$ cat config.mk
export PLATFORM = sky130hd
export DESIGN_NAME = handheld_serial_link_port_flat
export DESIGN_NICKNAME = d
export VERILOG_FILES = /design/src/hdl/hslp_pkg.sv /design/src/hdl/hslp_if.sv /design/src/hdl/handheld_serial_link_port.sv /design/src/hdl/hslp_apb.sv /design/src/hdl/hslp_core.sv /design/src/flat_wrapper.sv
export SDC_FILE = /design/constraint.sdc
export NUM_CORES = 1
export LEC_CHECK = 0
export BUFFER_PORTS_ARGS = -buffer_cell sky130_fd_sc_hd__buf_2
export CAP_MARGIN = 10
export CORE_MARGIN = 5
export CORE_UTILIZATION = 58
export CTS_CLUSTER_DIAMETER = 100
export CTS_CLUSTER_SIZE = 28
export DETAILED_ROUTE_END_ITERATION = 10
export PLACE_DENSITY_LB_ADDON = 0.15
export REMOVE_ABC_BUFFERS = 1
export SLEW_MARGIN = 10
export SYNTH_ARGS = -nofsm -noshare
export SYNTH_HDL_FRONTEND = slang
export SYNTH_HIERARCHICAL = 1
export SYNTH_SLANG_ARGS = --single-unit
$ cat constraint.sdc
create_clock -name i_clk -period 4.2 [get_ports i_clk]
set_input_delay 0.84 -clock i_clk [delete_from_list [all_inputs] [get_ports i_clk]]
set_output_delay 0.84 -clock i_clk [all_outputs]
set_load 0.005 [all_outputs]
$ cat src/hdl/hslp_pkg.sv
`timescale 1ns / 1ps
// ----------------------------------------------------------------------------
// hslp_pkg
// Shared types and constants of the handheld serial link port.
// ----------------------------------------------------------------------------
package hslp_pkg;

    localparam int unsigned CMD_W   = 3;
    localparam int unsigned BYTE_W  = 8;
    localparam int unsigned COUNT_W = 16;
    localparam int unsigned ADDR_W  = 3;
    localparam int unsigned APB_W   = 32;

    localparam logic [COUNT_W-1:0] XFER_CYCLES_RST = 16'd4096;
    localparam logic [BYTE_W-1:0]  CTRL_START_BIT  = 8'h80;
    localparam logic [BYTE_W-1:0]  CTRL_CLOCK_BIT  = 8'h01;
    localparam logic [BYTE_W-1:0]  CTRL_DONE_MASK  = 8'h7F;

    typedef enum logic [CMD_W-1:0] {
        CMD_WR_DATA = 3'd0,
        CMD_WR_CTRL = 3'd1,
        CMD_PULLED  = 3'd2,
        CMD_PUSHED  = 3'd3,
        CMD_TICK    = 3'd4
    } t_cmd;

    typedef enum logic [1:0] {
        MODE_IDLE    = 2'd0,
        MODE_PRESENT = 2'd1,
        MODE_XFER    = 2'd2
    } t_mode;

    typedef enum logic [1:0] {
        EV_NONE    = 2'd0,
        EV_PRESENT = 2'd1,
        EV_PUSH    = 2'd2
    } t_link_ev;

    // register map, word index
    typedef enum logic [0:0] {
        REG_XFER_CYCLES = 1'b0
    } t_reg_idx;

    typedef struct packed {
        logic [CMD_W-1:0]  cmd;
        logic [BYTE_W-1:0] byte_in;
        logic [BYTE_W-1:0] tick_cycles;
    } t_item;

    typedef struct packed {
        logic [BYTE_W-1:0] data_reg;
        logic [BYTE_W-1:0] control_reg;
        t_link_ev          link_event;
        logic [BYTE_W-1:0] link_byte;
        logic              irq;
    } t_result;

endpackage

$ cat src/hdl/hslp_if.sv
`timescale 1ns / 1ps
// ----------------------------------------------------------------------------
// hslp_in_if / hslp_out_if
// Valid/ready channels carrying command beats in and result beats out.
// ----------------------------------------------------------------------------
interface hslp_in_if;
    logic                         valid;
    logic                         ready;
    logic [hslp_pkg::CMD_W-1:0]   cmd;
    logic [hslp_pkg::BYTE_W-1:0]  byte_in;
    logic [hslp_pkg::BYTE_W-1:0]  tick_cycles;

    modport source (output valid, output cmd, output byte_in, output tick_cycles,
                    input ready);
    modport sink   (input valid, input cmd, input byte_in, input tick_cycles,
                    output ready);
endinterface

interface hslp_out_if;
    logic                         valid;
    logic                         ready;
    logic [hslp_pkg::BYTE_W-1:0]  data_reg;
    logic [hslp_pkg::BYTE_W-1:0]  control_reg;
    logic [1:0]                   link_event;
    logic [hslp_pkg::BYTE_W-1:0]  link_byte;
    logic                         irq;

    modport source (output valid, output data_reg, output control_reg,
                    output link_event, output link_byte, output irq, input ready);
    modport sink   (input valid, input data_reg, input control_reg,
                    input link_event, input link_byte, input irq, output ready);
endinterface

$ cat src/hdl/handheld_serial_link_port.sv
`timescale 1ns / 1ps
// ----------------------------------------------------------------------------
// handheld_serial_link_port
// Serial link port with data and control bytes, partner byte handling and a
// cycle countdown for internally clocked transfers. Each command beat gives
// exactly one result beat. The port takes one beat every cycle while the
// result channel does not stall: a beat is captured in an input register,
// then the port state and the result are updated together and the result
// waits in an output register. Backpressure on the result channel holds
// the input register and then the command channel. The transfer cycle
// count sits in the APB register at byte address 0 and should only be
// written while no beat is in flight.
// ----------------------------------------------------------------------------
module handheld_serial_link_port (
    input  logic                           i_clk,
    input  logic                           i_rst_n,
    input  logic                           i_psel,
    input  logic                           i_penable,
    input  logic                           i_pwrite,
    input  logic [hslp_pkg::ADDR_W-1:0]    i_paddr,
    input  logic [hslp_pkg::APB_W-1:0]     i_pwdata,
    output logic [hslp_pkg::APB_W-1:0]     o_prdata,
    output logic                           o_pready,
    hslp_in_if.sink                        i_in,
    hslp_out_if.source                     o_out
);

    logic [hslp_pkg::COUNT_W-1:0] w_xfer_cycles;

    hslp_apb u_apb (
        .i_clk         (i_clk),
        .i_rst_n       (i_rst_n),
        .i_psel        (i_psel),
        .i_penable     (i_penable),
        .i_pwrite      (i_pwrite),
        .i_paddr       (i_paddr),
        .i_pwdata      (i_pwdata),
        .o_prdata      (o_prdata),
        .o_pready      (o_pready),
        .o_xfer_cycles (w_xfer_cycles)
    );

    hslp_core u_core (
        .i_clk         (i_clk),
        .i_rst_n       (i_rst_n),
        .i_xfer_cycles (w_xfer_cycles),
        .i_in          (i_in),
        .o_out         (o_out)
    );

endmodule

$ cat src/hdl/hslp_apb.sv
`timescale 1ns / 1ps
// ----------------------------------------------------------------------------
// hslp_apb
// APB register slave holding the transfer cycle count.
// ----------------------------------------------------------------------------
module hslp_apb (
    input  logic                           i_clk,
    input  logic                           i_rst_n,
    input  logic                           i_psel,
    input  logic                           i_penable,
    input  logic                           i_pwrite,
    input  logic [hslp_pkg::ADDR_W-1:0]    i_paddr,
    input  logic [hslp_pkg::APB_W-1:0]     i_pwdata,
    output logic [hslp_pkg::APB_W-1:0]     o_prdata,
    output logic                           o_pready,
    output logic [hslp_pkg::COUNT_W-1:0]   o_xfer_cycles
);

    logic [hslp_pkg::COUNT_W-1:0] r_xfer_cycles;
    logic                         w_sel_xfer;
    logic                         w_wr;

    assign o_pready   = 1'b1;
    assign w_sel_xfer = (i_paddr[hslp_pkg::ADDR_W-1] == hslp_pkg::REG_XFER_CYCLES);
    assign w_wr       = i_psel && i_penable && i_pwrite && o_pready;

    always_ff @(posedge i_clk) begin
        if (!i_rst_n) begin
            r_xfer_cycles <= hslp_pkg::XFER_CYCLES_RST;
        end else if (w_wr && w_sel_xfer) begin
            r_xfer_cycles <= i_pwdata[hslp_pkg::COUNT_W-1:0];
        end
    end

    always_comb begin
        o_prdata = '0;
        if (w_sel_xfer) begin
            o_prdata = {{(hslp_pkg::APB_W-hslp_pkg::COUNT_W){1'b0}}, r_xfer_cycles};
        end
    end

    assign o_xfer_cycles = r_xfer_cycles;

endmodule

$ cat src/hdl/hslp_core.sv
`timescale 1ns / 1ps
// ----------------------------------------------------------------------------
// hslp_core
// Input register, serial port state update and result register.
// ----------------------------------------------------------------------------
module hslp_core (
    input  logic                           i_clk,
    input  logic                           i_rst_n,
    input  logic [hslp_pkg::COUNT_W-1:0]   i_xfer_cycles,
    hslp_in_if.sink                        i_in,
    hslp_out_if.source                     o_out
);

    // pipeline
    logic               r_in_valid;
    hslp_pkg::t_item    r_in;
    logic               r_out_valid;
    hslp_pkg::t_result  r_out;
    logic               w_adv;

    // port state
    hslp_pkg::t_mode                r_mode;
    logic [hslp_pkg::BYTE_W-1:0]    r_data;
    logic [hslp_pkg::BYTE_W-1:0]    r_ctrl;
    logic [hslp_pkg::COUNT_W-1:0]   r_count;
    logic [hslp_pkg::BYTE_W-1:0]    r_held;
    logic                           r_held_valid;

    hslp_pkg::t_mode                n_mode;
    logic [hslp_pkg::BYTE_W-1:0]    n_data;
    logic [hslp_pkg::BYTE_W-1:0]    n_ctrl;
    logic [hslp_pkg::COUNT_W-1:0]   n_count;
    logic [hslp_pkg::BYTE_W-1:0]    n_held;
    logic                           n_held_valid;
    hslp_pkg::t_result              n_out;

    hslp_pkg::t_mode                w_target;
    logic                           w_enter;
    logic                           w_complete;
    logic [hslp_pkg::COUNT_W-1:0]   w_cyc;

    assign w_adv      = r_in_valid && (!r_out_valid || o_out.ready);
    assign i_in.ready = !r_in_valid || w_adv;

    always_ff @(posedge i_clk) begin
        if (!i_rst_n) begin
            r_in_valid <= 1'b0;
        end else if (i_in.ready) begin
            r_in_valid <= i_in.valid;
        end
    end

    always_ff @(posedge i_clk) begin
        if (i_in.ready && i_in.valid) begin
            r_in.cmd         <= i_in.cmd;
            r_in.byte_in     <= i_in.byte_in;
            r_in.tick_cycles <= i_in.tick_cycles;
        end
    end

    // decode of the registered beat
    always_comb begin
        w_cyc = {{(hslp_pkg::COUNT_W-hslp_pkg::BYTE_W){1'b0}}, r_in.tick_cycles};
        if ((r_in.byte_in & hslp_pkg::CTRL_START_BIT) == '0) begin
            w_target = hslp_pkg::MODE_IDLE;
        end else if ((r_in.byte_in & hslp_pkg::CTRL_CLOCK_BIT) != '0) begin
            w_target = hslp_pkg::MODE_XFER;
        end else begin
            w_target = hslp_pkg::MODE_PRESENT;
        end
        w_enter = (r_in.cmd == hslp_pkg::CMD_WR_CTRL) && (r_in.byte_in != r_ctrl)
                  && (w_target != r_mode);
        case (r_in.cmd)
            hslp_pkg::CMD_PULLED: begin
                w_complete = (r_mode == hslp_pkg::MODE_XFER) && (r_count == '0);
            end
            hslp_pkg::CMD_PUSHED: begin
                w_complete = (r_mode == hslp_pkg::MODE_PRESENT);
            end
            hslp_pkg::CMD_TICK: begin
                w_complete = (r_mode == hslp_pkg::MODE_XFER) && (r_count <= w_cyc)
                             && r_held_valid;
            end
            default: begin
                w_complete = 1'b0;
            end
        endcase
    end

    // next mode
    always_comb begin
        if (w_complete) begin
            n_mode = hslp_pkg::MODE_IDLE;
        end else if (w_enter) begin
            n_mode = w_target;
        end else begin
            n_mode = r_mode;
        end
    end

    // register updates and result fields
    always_comb begin
        n_data       = r_data;
        n_ctrl       = r_ctrl;
        n_count      = r_count;
        n_held       = r_held;
        n_held_valid = r_held_valid;
        n_out.link_event = hslp_pkg::EV_NONE;
        n_out.link_byte  = '0;
        case (r_in.cmd)
            hslp_pkg::CMD_WR_DATA: begin
                n_data = r_in.byte_in;
                if (r_in.byte_in != r_data && r_mode == hslp_pkg::MODE_PRESENT) begin
                    n_out.link_event = hslp_pkg::EV_PRESENT;
                    n_out.link_byte  = r_in.byte_in;
                end
            end
            hslp_pkg::CMD_WR_CTRL: begin
                n_ctrl = r_in.byte_in;
                if (w_enter && w_target == hslp_pkg::MODE_PRESENT) begin
                    n_out.link_event = hslp_pkg::EV_PRESENT;
                    n_out.link_byte  = r_data;
                end else if (w_enter && w_target == hslp_pkg::MODE_XFER) begin
                    n_out.link_event = hslp_pkg::EV_PUSH;
                    n_out.link_byte  = r_data;
                    n_count          = i_xfer_cycles;
                end
            end
            hslp_pkg::CMD_PULLED, hslp_pkg::CMD_PUSHED: begin
                n_held       = r_in.byte_in;
                n_held_valid = 1'b1;
            end
            hslp_pkg::CMD_TICK: begin
                if (r_mode == hslp_pkg::MODE_XFER) begin
                    n_count = (r_count > w_cyc) ? (r_count - w_cyc) : '0;
                end
            end
            default: begin
            end
        endcase
        if (w_complete) begin
            n_held_valid = 1'b0;
            n_ctrl       = n_ctrl & hslp_pkg::CTRL_DONE_MASK;
            n_data       = n_held;
        end
        n_out.data_reg    = n_data;
        n_out.control_reg = n_ctrl;
        n_out.irq         = w_complete;
    end

    always_ff @(posedge i_clk) begin
        if (!i_rst_n) begin
            r_mode       <= hslp_pkg::MODE_IDLE;
            r_data       <= '0;
            r_ctrl       <= '0;
            r_count      <= '0;
            r_held       <= '0;
            r_held_valid <= 1'b0;
        end else if (w_adv) begin
            r_mode       <= n_mode;
            r_data       <= n_data;
            r_ctrl       <= n_ctrl;
            r_count      <= n_count;
            r_held       <= n_held;
            r_held_valid <= n_held_valid;
        end
    end

    always_ff @(posedge i_clk) begin
        if (!i_rst_n) begin
            r_out_valid <= 1'b0;
        end else if (w_adv) begin
            r_out_valid <= 1'b1;
        end else if (o_out.ready) begin
            r_out_valid <= 1'b0;
        end
    end

    always_ff @(posedge i_clk) begin
        if (w_adv) begin
            r_out <= n_out;
        end
    end

    assign o_out.valid       = r_out_valid;
    assign o_out.data_reg    = r_out.data_reg;
    assign o_out.control_reg = r_out.control_reg;
    assign o_out.link_event  = r_out.link_event;
    assign o_out.link_byte   = r_out.link_byte;
    assign o_out.irq         = r_out.irq;

    // a waiting result always reflects the current port state
    a_data_matches: assert property (@(posedge i_clk) disable iff (!i_rst_n)
        r_out_valid |-> (r_out.data_reg == r_data && r_out.control_reg == r_ctrl))
        else $error("result beat out of step with port state");

    a_irq_idle: assert property (@(posedge i_clk) disable iff (!i_rst_n)
        (r_out_valid && r_out.irq) |->
            (r_mode == hslp_pkg::MODE_IDLE && !r_out.control_reg[7] && !r_held_valid))
        else $error("completion did not return port to idle");

    a_push_xfer: assert property (@(posedge i_clk) disable iff (!i_rst_n)
        (r_out_valid && r_out.link_event == hslp_pkg::EV_PUSH) |->
            (r_mode == hslp_pkg::MODE_XFER && r_count == i_xfer_cycles))
        else $error("push without entering transfer");

    a_no_event_byte: assert property (@(posedge i_clk) disable iff (!i_rst_n)
        (r_out_valid && r_out.link_event == hslp_pkg::EV_NONE) |-> (r_out.link_byte == '0))
        else $error("link byte set without link event");

endmodule

$ cat src/flat_wrapper.sv
// flat-port wrapper written by rule: the top's interface ports become plain ports
module handheld_serial_link_port_flat 
  (i_clk, i_rst_n, i_psel, i_penable, i_pwrite, i_paddr, i_pwdata, o_prdata, o_pready, i_in_valid, i_in_cmd, i_in_byte_in, i_in_tick_cycles, i_in_ready, o_out_valid, o_out_data_reg, o_out_control_reg, o_out_link_event, o_out_link_byte, o_out_irq, o_out_ready);
  hslp_in_if i_in_i ();
  hslp_out_if o_out_i ();
  input  logic i_clk;
  input  logic i_rst_n;
  input  logic i_psel;
  input  logic i_penable;
  input  logic i_pwrite;
  input  logic [hslp_pkg::ADDR_W-1:0] i_paddr;
  input  logic [hslp_pkg::APB_W-1:0] i_pwdata;
  output logic [hslp_pkg::APB_W-1:0] o_prdata;
  output logic o_pready;
  input wire logic [$bits(i_in_i.valid)-1:0] i_in_valid;
  input wire logic [$bits(i_in_i.cmd)-1:0] i_in_cmd;
  input wire logic [$bits(i_in_i.byte_in)-1:0] i_in_byte_in;
  input wire logic [$bits(i_in_i.tick_cycles)-1:0] i_in_tick_cycles;
  output wire logic [$bits(i_in_i.ready)-1:0] i_in_ready;
  output wire logic [$bits(o_out_i.valid)-1:0] o_out_valid;
  output wire logic [$bits(o_out_i.data_reg)-1:0] o_out_data_reg;
  output wire logic [$bits(o_out_i.control_reg)-1:0] o_out_control_reg;
  output wire logic [$bits(o_out_i.link_event)-1:0] o_out_link_event;
  output wire logic [$bits(o_out_i.link_byte)-1:0] o_out_link_byte;
  output wire logic [$bits(o_out_i.irq)-1:0] o_out_irq;
  input wire logic [$bits(o_out_i.ready)-1:0] o_out_ready;
  assign i_in_i.valid = i_in_valid;
  assign i_in_i.cmd = i_in_cmd;
  assign i_in_i.byte_in = i_in_byte_in;
  assign i_in_i.tick_cycles = i_in_tick_cycles;
  assign i_in_ready = i_in_i.ready;
  assign o_out_valid = o_out_i.valid;
  assign o_out_data_reg = o_out_i.data_reg;
  assign o_out_control_reg = o_out_i.control_reg;
  assign o_out_link_event = o_out_i.link_event;
  assign o_out_link_byte = o_out_i.link_byte;
  assign o_out_irq = o_out_i.irq;
  assign o_out_i.ready = o_out_ready;
  handheld_serial_link_port u_core (.i_clk(i_clk), .i_rst_n(i_rst_n), .i_psel(i_psel), .i_penable(i_penable), .i_pwrite(i_pwrite), .i_paddr(i_paddr), .i_pwdata(i_pwdata), .o_prdata(o_prdata), .o_pready(o_pready), .i_in(i_in_i), .o_out(o_out_i));
endmodule
==> flow_summary_export.csv, run 1 <==
group,metric,value,unit
placed_design,portBuffers,87,
sta,tns,0,ns
drt,drtIter0Drc,209,
worst_setup_path,worst_r2r_path_depth,10,
drt,viasPerCell,5.70,
logic_synthesis,synthTopCellsByCount,"75 x nand2_1, 61 x dfxtp_1, 46 x edfxtp_1",
global_routing,grt_pass1_wl,20000,microns
clock_tree,insertion_delay,0.38,ns
logic_synthesis,ys_top_cells_by_area,"edfxtp_1 25%, dfxtp_1 22%, mux2i_1 7.0%",
drt,postRouteAntennaNets,0,
global_routing,grt_use_total,21.5,%
min_path,hold_path.class,"flip-flop to flip-flop",
min_path,hold_end,"u_core/u_core/r_held[7]",
logic_synthesis,synthDistinctLibCells,73,
cells_and_area,final_nets,700,
clock_tree,clockBufferDepth,2,
die,rows,35,
sta,drv_slew,0,
clock_tree,root_buffer,"clkbuf_8",
clock_tree,numCtsBuffers,9,
global_routing,grt_overflow,0,
drt,vias,4356,
logic_synthesis,postSynthAreaPerCell,9.94,sq um
die,die_area,11700,sq um
logic_synthesis,synth.most_common_cell,"nand2_1",
sta,timing.slew.headroom,22.4,%
sta,period_share,71.2,%
global_routing,grt_pass1_vias,4178,
clock_tree,cts.clk_slew.worst_paths,0.11,ns
sta,final-setup-viol-count,0,
worst_setup_path,endpoint_kind,"flip-flop",
logic_synthesis,synth_area,5600,sq um
worst_setup_path,arrival,3.26,ns
global_routing,antenna_found_initial,0,
outcome,status,"completed",
clock_tree,holdBufCountCts,0,
global_routing,grt_max_degree,48,
sta,skew,0.0222,ns
sta,fin_crit,2.99,ns
cells_and_area,largest_register_ffs,19,
clock_tree,cts.sinks,107,
sta,fin_ws,1.21,ns
logic_synthesis,synth-warning-count,6,
worst_setup_path,r2r-start,"u_core/u_core/r_count[0]",
worst_setup_path,required,4.47,ns
drt,firstDrtPassIters,5,
logic_synthesis,yosys_register_bits,107,
die,die_x,108,microns
logic_synthesis,seq_area_frac_synth,46.4,%
drt,drc,0,
die,initial_core_util,60.1,%
worst_setup_path,worstSetupPathType,"flip-flop to flip-flop",
sta,hold_violations,0,
cells_and_area,regMostFlops,"u_core/u_core/r_in",
drt,wl_per_cell,16.2,microns
placed_design,gp_congestion,0.847,
drt,finalWirelength,12400,microns
sta,fmax,334,MHz
worst_setup_path,r2r-end,"u_core/u_core/r_count[6]",
logic_synthesis,synthArstFlopShare,0,%
logic_synthesis,syn_inst,564,
worst_setup_path,cp_max_fo,11,
placed_design,hpwl,8360,microns
sta,tightestPinTransition,1.16,ns
die,core,9330,sq um
min_path,hp-start,"u_core/u_core/r_held[7]",
clock_tree,post_cts_buffers,0,
job,max-cap-violations,0,
clock_tree,cts_resized,0,
clock_tree,cts_max_level,3,
cells_and_area,area_growth,10.1,%
cells_and_area,diodes,0,
placed_design,dp_slack,1.31,ns
worst_setup_path,critPathLaunchType,"flip-flop",
sta,rsz0062_at_grt,"false",
pwr,powerDensity,315,nW/um^2
logic_synthesis,yosys.area.top_type,"edfxtp_1",
die,io-pin-count,123,
min_path,min_path_cells,2,
pwr,power_leakage,2.41,nW
logic_synthesis,ys.flop_type,"dfxtp_1",
logic_synthesis,synth_edf_count,46,
worst_setup_path,reg2reg_slack,1.21,ns
logic_synthesis,yosysTopAreaCellShare,24.6,%
cells_and_area,drive_above_1_share,22.2,%
die,die_y,108,microns
pwr,ir_drop,0.201,mV
clock_tree,cts_tree,"yes",
==> cell usage in the layout, fill, tap and decap left out, drive strengths merged, types with 3 or more instances in the layout <==
cell     n
a211oi  15
a21o     6
a21oi   39
a22o     7
a22oi    8
a311o    8
and2b    6
buf     94
clkbuf   9
clkinv   4
conb    17
dfxtp   61
edfxtp  46
ha       8
inv     21
mux2     7
mux2i   39
nand2   75
nand2b   4
nand3   12
nand4    5
nor2    25
nor2b   16
nor3    20
nor4     6
o21ai    8
o22ai    5
o32ai    3
or3      4
xnor2    9
xor2    10
==> routing by layer <==
metal,track usage (%),share of wire (%)
met1,30.2,46
met2,34.7,47
met3,3.70,6.3
met4,5.77,1.1
met5,0,0
==> report_power, final <==
part / leakage [nW] / switching (W) / total (W) / internal, W
sequential: 0.947 / 0.0000248 / 0.00114 / 0.00112
combinational: 1.36 / 0.000112 / 0.000186 / 0.0000736
clock: 0.0984 / 0.000385 / 0.000618 / 0.000233
total: 2.41 / 0.000522 / 0.00195 / 0.00142
==> layout make-up <==
class	count	area, sq um
inverter	18	72.6
sequential	107	2600
tap	129	161
timing repair buffer	94	488
fill	821	3160
multi-input combinational	400	2650
clock inverter	7	68.8
clock buffer	9	124
==> worst max-delay path: stages (launching register included) <==
cell	delay, ns
dfxtp_1	0.38
inv_1	0.07
ha_1	0.20
inv_1	0.07
fa_1	0.21
nand3_1	0.11
a21oi_1	0.33
o22ai_2	0.23
a21oi_1	0.83
a22oi_1	0.17
a211oi_1	0.29
==> per-stage QoR <==
stage	cell area (sq um)	total power, W	hold slack (ns)	util, %	std cells
finish	6170	0.00195	0.463	66.1	764
global route	6170	0.00203	0.495	66.1	764
CTS	6170	0.00196	0.463	66.1	764
detailed placement	5980	0.00135	0.447	64.1	748
global placement	5980	0.00134	0.441	64.1	748
floorplan	5330	0.00127	0.433	-	525
==> worst max-delay path by stage <==
| stage | from | to |
|---|---|---|
| after floorplan | o_out_ready | u_core/u_core/r_data[3] |
| after global placement | u_core/u_core/r_count[0] | u_core/u_core/r_count[3] |
| after detailed placement | u_core/u_core/r_count[0] | u_core/u_core/r_count[3] |
| after CTS | u_core/u_core/r_count[0] | u_core/u_core/r_count[6] |
| after global routing | u_core/u_core/r_count[0] | u_core/u_core/r_count[3] |
| final | u_core/u_core/r_count[0] | u_core/u_core/r_count[6] |
==> logic make-up after synthesis <==
kind of cell,count (synthesis),share of synthesized area (%)
mux,46,8.37
fa+ha+maj,9,2.14
xor+xnor,19,2.97
flops,107,46.4
compound gates,122,15.9
buf+inv,72,7.26
other cells,2,0.134
simple gates,187,16.8
(Power assumes the default switching activity.)
==> run 2, diff against run 1 <==
--- a/config.mk
+++ b/config.mk
@@ -8,7 +8,7 @@
 export BUFFER_PORTS_ARGS = -buffer_cell sky130_fd_sc_hd__buf_2
 export CAP_MARGIN = 10
 export CORE_MARGIN = 5
-export CORE_UTILIZATION = 58
+export CORE_UTILIZATION = 55
 export CTS_CLUSTER_DIAMETER = 100
 export CTS_CLUSTER_SIZE = 28
 export DETAILED_ROUTE_END_ITERATION = 10
==> constraint.sdc (replaced) <==
create_clock -name i_clk -period 3.1 [get_ports i_clk]
set_input_delay 0.62 -clock i_clk [delete_from_list [all_inputs] [get_ports i_clk]]
set_output_delay 0.62 -clock i_clk [all_outputs]
set_load 0.005 [all_outputs]
==> run 2 against run 1 <==
  * Count of clock-buffer cells in the layout increased by 1
  * Largest cell class unchanged
  * Non-clock buffer count increased by 9
  * First-iteration DRC count increased by 16%
  * Worst setup slack got worse by 0.74 ns
  * Routed wire length increased by 0.94%
  * Critical path depth decreased by 1
  * Sequential cell count unchanged
  * Critical path type unchanged
  * Fmax increased by 13%
  * Combinational power increased by 39%
==> flow_summary_export.csv, run 2 (synthesis results as in run 1) <==
group,metric,value,unit
outcome,status,"completed",
clock_tree,clockBufferDepth,2,
placed_design,dp_slack,0.486,ns
pwr,power_leakage,2.44,nW
drt,firstDrtPassIters,4,
min_path,hold_end,"u_core/u_core/r_in[10]",
cells_and_area,final_nets,709,
worst_setup_path,r2r-end,"u_core/u_core/r_data[5]",
drt,vias,4373,
clock_tree,insertion_delay,0.37,ns
global_routing,antenna_found_initial,0,
clock_tree,cts.clk_slew.worst_paths,0.10,ns
worst_setup_path,critPathBufInv,2,
clock_tree,cts_max_level,3,
worst_setup_path,arrival,2.90,ns
worst_setup_path,crit_family,"compound AO/OA/AOI/OAI gates",
die,rows,36,
sta,fmax,379,MHz
global_routing,grt_pass1_wl,20600,microns
pwr,switching_power,0.000653,W
global_routing,grt_use_total,20.3,%
drt,wl_per_cell,16.0,microns
cells_and_area,largest_register_ffs,19,
cells_and_area,diodes,0,
worst_setup_path,worst_r2r_path_depth,9,
worst_setup_path,worstSetupPathType,"flip-flop to flip-flop",
worst_setup_path,cp_max_fo,19,
die,die_y,111,microns
cells_and_area,area_growth,10.9,%
sta,fin_crit,2.64,ns
min_path,min_path_cells,1,
clock_tree,cts_resized,0,
placed_design,hpwl,8590,microns
pwr,seq_power_share,60.3,%
sta,skew,0.0138,ns
min_path,hp-start,"i_in_byte_in[2]",
pwr,ir_drop,0.218,mV
drt,drtIter0Drc,243,
worst_setup_path,endpoint_kind,"flip-flop",
sta,hold_violations,0,
clock_tree,holdBufCountCts,0,
worst_setup_path,crit_path_top_delay_cell,"o22ai_2",
worst_setup_path,reg2reg_slack,0.46,ns
sta,hold_slack,0.415,ns
clock_tree,cts_tree,"yes",
sta,rsz0062_at_grt,"false",
pwr,p_comb_share,10.1,%
placed_design,portBuffers,87,
die,initial_core_util,56.8,%
worst_setup_path,slowest_delay,0.40,ns
placed_design,gp_congestion,0.859,
min_path,hold_path.class,"input pin to flip-flop",
cells_and_area,regMostFlops,"u_core/u_core/r_in",
cells_and_area,final_core_util,63.0,%
die,die_x,111,microns
clock_tree,numCtsBuffers,9,
sta,period_share,85.0,%
clock_tree,post_cts_buffers,0,
sta,drv_slew,0,
sta,fin_ws,0.464,ns
die,core,9860,sq um
worst_setup_path,required,3.36,ns
clock_tree,root_buffer,"clkbuf_8",
cells_and_area,final_cell_mix,"87 x buf_2, 75 x nand2_1, 61 x dfxtp_1",
global_routing,grt_max_degree,53,
cells_and_area,final_common_cell,"buf_2",
global_routing,grt_pass1_vias,4292,
drt,postRouteAntennaNets,0,
cells_and_area,drive_above_1_share,23.1,%
sta,tns,0,ns
pwr,p_int,0.00191,W
pwr,powerDensity,412,nW/um^2
drt,finalWirelength,12500,microns
worst_setup_path,r2r-start,"u_core/u_core/r_in[5]",
die,die_area,12300,sq um
die,io-pin-count,123,
sta,final-setup-viol-count,0,
worst_setup_path,critPathLaunchType,"flip-flop",
sta,timing.slew.headroom,40.5,%
worst_setup_path,path_cells,"inv_1 > ha_1 > a211oi_1 > o21bai_2 > o22ai_2 > a21oi_4 > clkinv_4 > nor3_1 > a311o_2",
job,max-cap-violations,0,
pwr,clockPowerShare,29.6,%
drt,viasPerCell,5.63,
sta,tightestPinTransition,0.892,ns
drt,drc,0,
global_routing,grt_overflow,0,
pwr,swShare,25.5,%
clock_tree,cts.sinks,107,
## run 2: cell types whose count changed in the layout (fill, tap and decap cells not counted)
cell | previous run | this run
buf_4 | 7 | 16
clkinv_2 | 0 | 2
inv_8 | 2 | 0
clkbuf_1 | 0 | 1
clkinv_4 | 2 | 3
clkinv_8 | 1 | 0
inv_6 | 2 | 1
## run 2: power by group through the flow
stage | sequential (W) | combinational (W) | clock, W
after floorplan | 0.00157 | 0.000147 | 0
after global placement | 0.00157 | 0.000251 | 0
after detailed placement | 0.00158 | 0.000258 | 0
after CTS | 0.00154 | 0.000259 | 0.000782
after global routing | 0.00155 | 0.000288 | 0.000844
final | 0.00154 | 0.000259 | 0.000760
## run 2: worst max path at each step
stage	start	cells past startpoint	slack [ns]	to
floorplan	o_out_ready	6	0.09	u_core/u_core/r_data[3]
global placement	u_core/u_core/r_in[5]	9	0.55	u_core/u_core/r_data[3]
detailed placement	u_core/u_core/r_in[5]	9	0.49	u_core/u_core/r_data[5]
CTS	u_core/u_core/r_in[5]	9	0.49	u_core/u_core/r_data[5]
global route	u_core/u_core/r_in[5]	9	0.22	u_core/u_core/r_data[6]
finish	u_core/u_core/r_in[5]	9	0.46	u_core/u_core/r_data[5]
## run 2: layout make-up
cell class              instances  area, sq um
well taps                     133          166
flip-flops and latches        107         2600
clock inverters                 6         40.0
multi-input cells             400         2650
inverters                      18         72.6
fillers                       836         3650
repair buffers                103          556
clock buffers                  10          128
## run 2: per-stage QoR
stage / power, W / instances / cell area (sq um)
2_1_floorplan: 0.00172 / 525 / 5330
3_3_place_gp: 0.00183 / 761 / 6050
3_5_place_dp: 0.00183 / 761 / 6050
4_1_cts: 0.00259 / 777 / 6220
5_1_grt: 0.00268 / 777 / 6220
6_report: 0.00256 / 777 / 6220
## run 2: metal layers
layer  up-vias  routed length, microns  GRT usage, %
met1      2045                    5650          27.4
met5         -                       0             0
met2       163                    5750          32.8
met3        17                     852          3.11
met4         0                     218          8.13
li1       2148                       -             -
==> run 3, diff against run 2 <==
--- a/config.mk
+++ b/config.mk
@@ -12,6 +12,7 @@
 export CTS_CLUSTER_DIAMETER = 100
 export CTS_CLUSTER_SIZE = 28
 export DETAILED_ROUTE_END_ITERATION = 10
+export GPL_TIMING_DRIVEN = 0
 export PLACE_DENSITY_LB_ADDON = 0.15
 export REMOVE_ABC_BUFFERS = 1
 export SLEW_MARGIN = 10
==> run 3 against run 2 <==
  * Cell area is essentially flat
  * Combinational power shrank 2%
  * Fmax shrank 4.8%
  * Largest cell class unchanged
  * First-iteration DRC count shrank 6.2%
  * Die area is the same
  * Non-clock buffer count shrank 13
  * Sequential power is essentially flat
  * Cell count shrank 1.7%
  * Critical path type unchanged
==> flow_summary_export.csv, run 3 (synthesis results as in run 1) <==
group,metric,value,unit
min_path,hp-start,"i_in_byte_in[2]",
die,io-pin-count,123,
pwr,powerDensity,432,nW/um^2
sta,fin_crit,2.77,ns
drt,postRouteAntennaNets,0,
clock_tree,clockBufferDepth,2,
global_routing,grt_pass1_vias,4251,
global_routing,grt_overflow,0,
clock_tree,cts_tree,"yes",
sta,skew,0.0139,ns
drt,drc,0,
outcome,status,"completed",
clock_tree,cts_max_level,3,
die,die_area,12300,sq um
worst_setup_path,crit_path_top_delay_cell,"nor2_1",
placed_design,gp_congestion,0.828,
die,core,9860,sq um
worst_setup_path,endpoint_kind,"flip-flop",
drt,viasPerCell,5.65,
worst_setup_path,crit_family,"simple AND/OR/NAND/NOR gates",
drt,finalWirelength,12200,microns
placed_design,dp_slack,-0.142,ns
worst_setup_path,arrival,2.96,ns
worst_setup_path,path_cells,"nor3b_4 > nand2_1 > o21ba_2 > a21oi_1 > nor2_1 > a211oi_1",
global_routing,grt_pass1_wl,20200,microns
worst_setup_path,critPathLaunchType,"flip-flop",
clock_tree,numCtsBuffers,9,
pwr,power_leakage,2.40,nW
die,die_x,111,microns
worst_setup_path,critPathBufInv,0,
cells_and_area,largest_register_ffs,19,
pwr,ir_drop,0.249,mV
clock_tree,insertion_delay,0.37,ns
drt,firstDrtPassIters,5,
cells_and_area,diodes,0,
placed_design,hpwl,8450,microns
clock_tree,cts.clk_slew.worst_paths,0.11,ns
placed_design,portBuffers,87,
cells_and_area,area_growth,10.9,%
drt,wl_per_cell,15.9,microns
worst_setup_path,worst_r2r_path_depth,6,
min_path,hold_end,"u_core/u_core/r_in[10]",
cells_and_area,drive_above_1_share,23.1,%
pwr,power,0.00268,W
clock_tree,cts.sinks,107,
die,die_y,111,microns
worst_setup_path,cp_max_fo,11,
sta,final-setup-viol-count,0,
die,rows,36,
cells_and_area,final_cell_mix,"87 x buf_2, 75 x nand2_1, 61 x dfxtp_1",
global_routing,grt_max_degree,54,
sta,hold_violations,0,
sta,fin_ws,0.331,ns
clock_tree,root_buffer,"clkbuf_8",
worst_setup_path,startpoint,"u_core/u_core/r_in[18]",
cells_and_area,final_cell_area,6210,sq um
worst_setup_path,r2r-end,"u_core/u_core/r_count[5]",
job,max-cap-violations,0,
min_path,hold_path.class,"input pin to flip-flop",
worst_setup_path,worstSetupPathType,"flip-flop to flip-flop",
clock_tree,post_cts_buffers,0,
worst_setup_path,reg2reg_slack,0.33,ns
sta,rsz0062_at_grt,"false",
die,initial_core_util,56.8,%
worst_setup_path,slowest_delay,0.59,ns
sta,tightestPinTransition,1.21,ns
placed_design,dpl_cell_area,5990,sq um
cells_and_area,regMostFlops,"u_core/u_core/r_in",
sta,fmax,361,MHz
cells_and_area,final_common_cell,"buf_2",
sta,timing.slew.headroom,19.4,%
worst_setup_path,r2r-start,"u_core/u_core/r_in[18]",
min_path,min_path_cells,1,
sta,period_share,89.3,%
global_routing,grt_use_total,19.8,%
cells_and_area,final_nets,696,
drt,drtIter0Drc,228,
sta,tns,0,ns
sta,drv_slew,0,
drt,vias,4316,
global_routing,antenna_found_initial,0,
worst_setup_path,required,3.29,ns
## run 3: per-layer routing
metal / global-route usage [%] / wire [microns]
met1: 27.4 / 5630
met5: 0 / 0
met2: 31.1 / 5580
met4: 5.42 / 105
met3: 4.75 / 839
## run 3: where the power goes
part / switching (W) / internal [W]
combinational: 0.000152 / 0.000102
clock: 0.000496 / 0.000388
sequential: 0.0000347 / 0.00151
## run 3: layout make-up
cell class                 count  area (sq um)
fill                         854          3650
multi-input combinational    400          2680
sequential                   107          2600
timing repair buffer          90           485
tap                          133           166
clock buffer                   9           124
clock inverter                 7          82.6
inverter                      18          72.6
## run 3: per-stage QoR
stage	hold slack (ns)	instances	utilization (%)
after floorplan	0.433	525	-
after global placement	0.441	745	60.1
after CTS	0.399	764	62.8
after global routing	0.382	764	63.0
after detailed placement	0.447	748	60.7
final	0.416	764	63.0
## run 3: how the worst max path moves through the flow
stage                                           to  slack (ns)  cells after the start
after floorplan            u_core/u_core/r_data[3]        0.09                      6
after global placement     u_core/u_core/r_data[6]       -0.95                      7
after detailed placement   u_core/u_core/r_data[3]       -0.14                      7
after CTS                 u_core/u_core/r_count[3]        0.11                     10
after global routing      u_core/u_core/r_count[5]        0.06                      6
final                     u_core/u_core/r_count[5]        0.33                      6
## run 3: repair_timing
item / in CTS / in global routing
gates resized for setup: 0 / 5
setup endpoints to repair: 0 / 16
hold buffers: 0 / 0
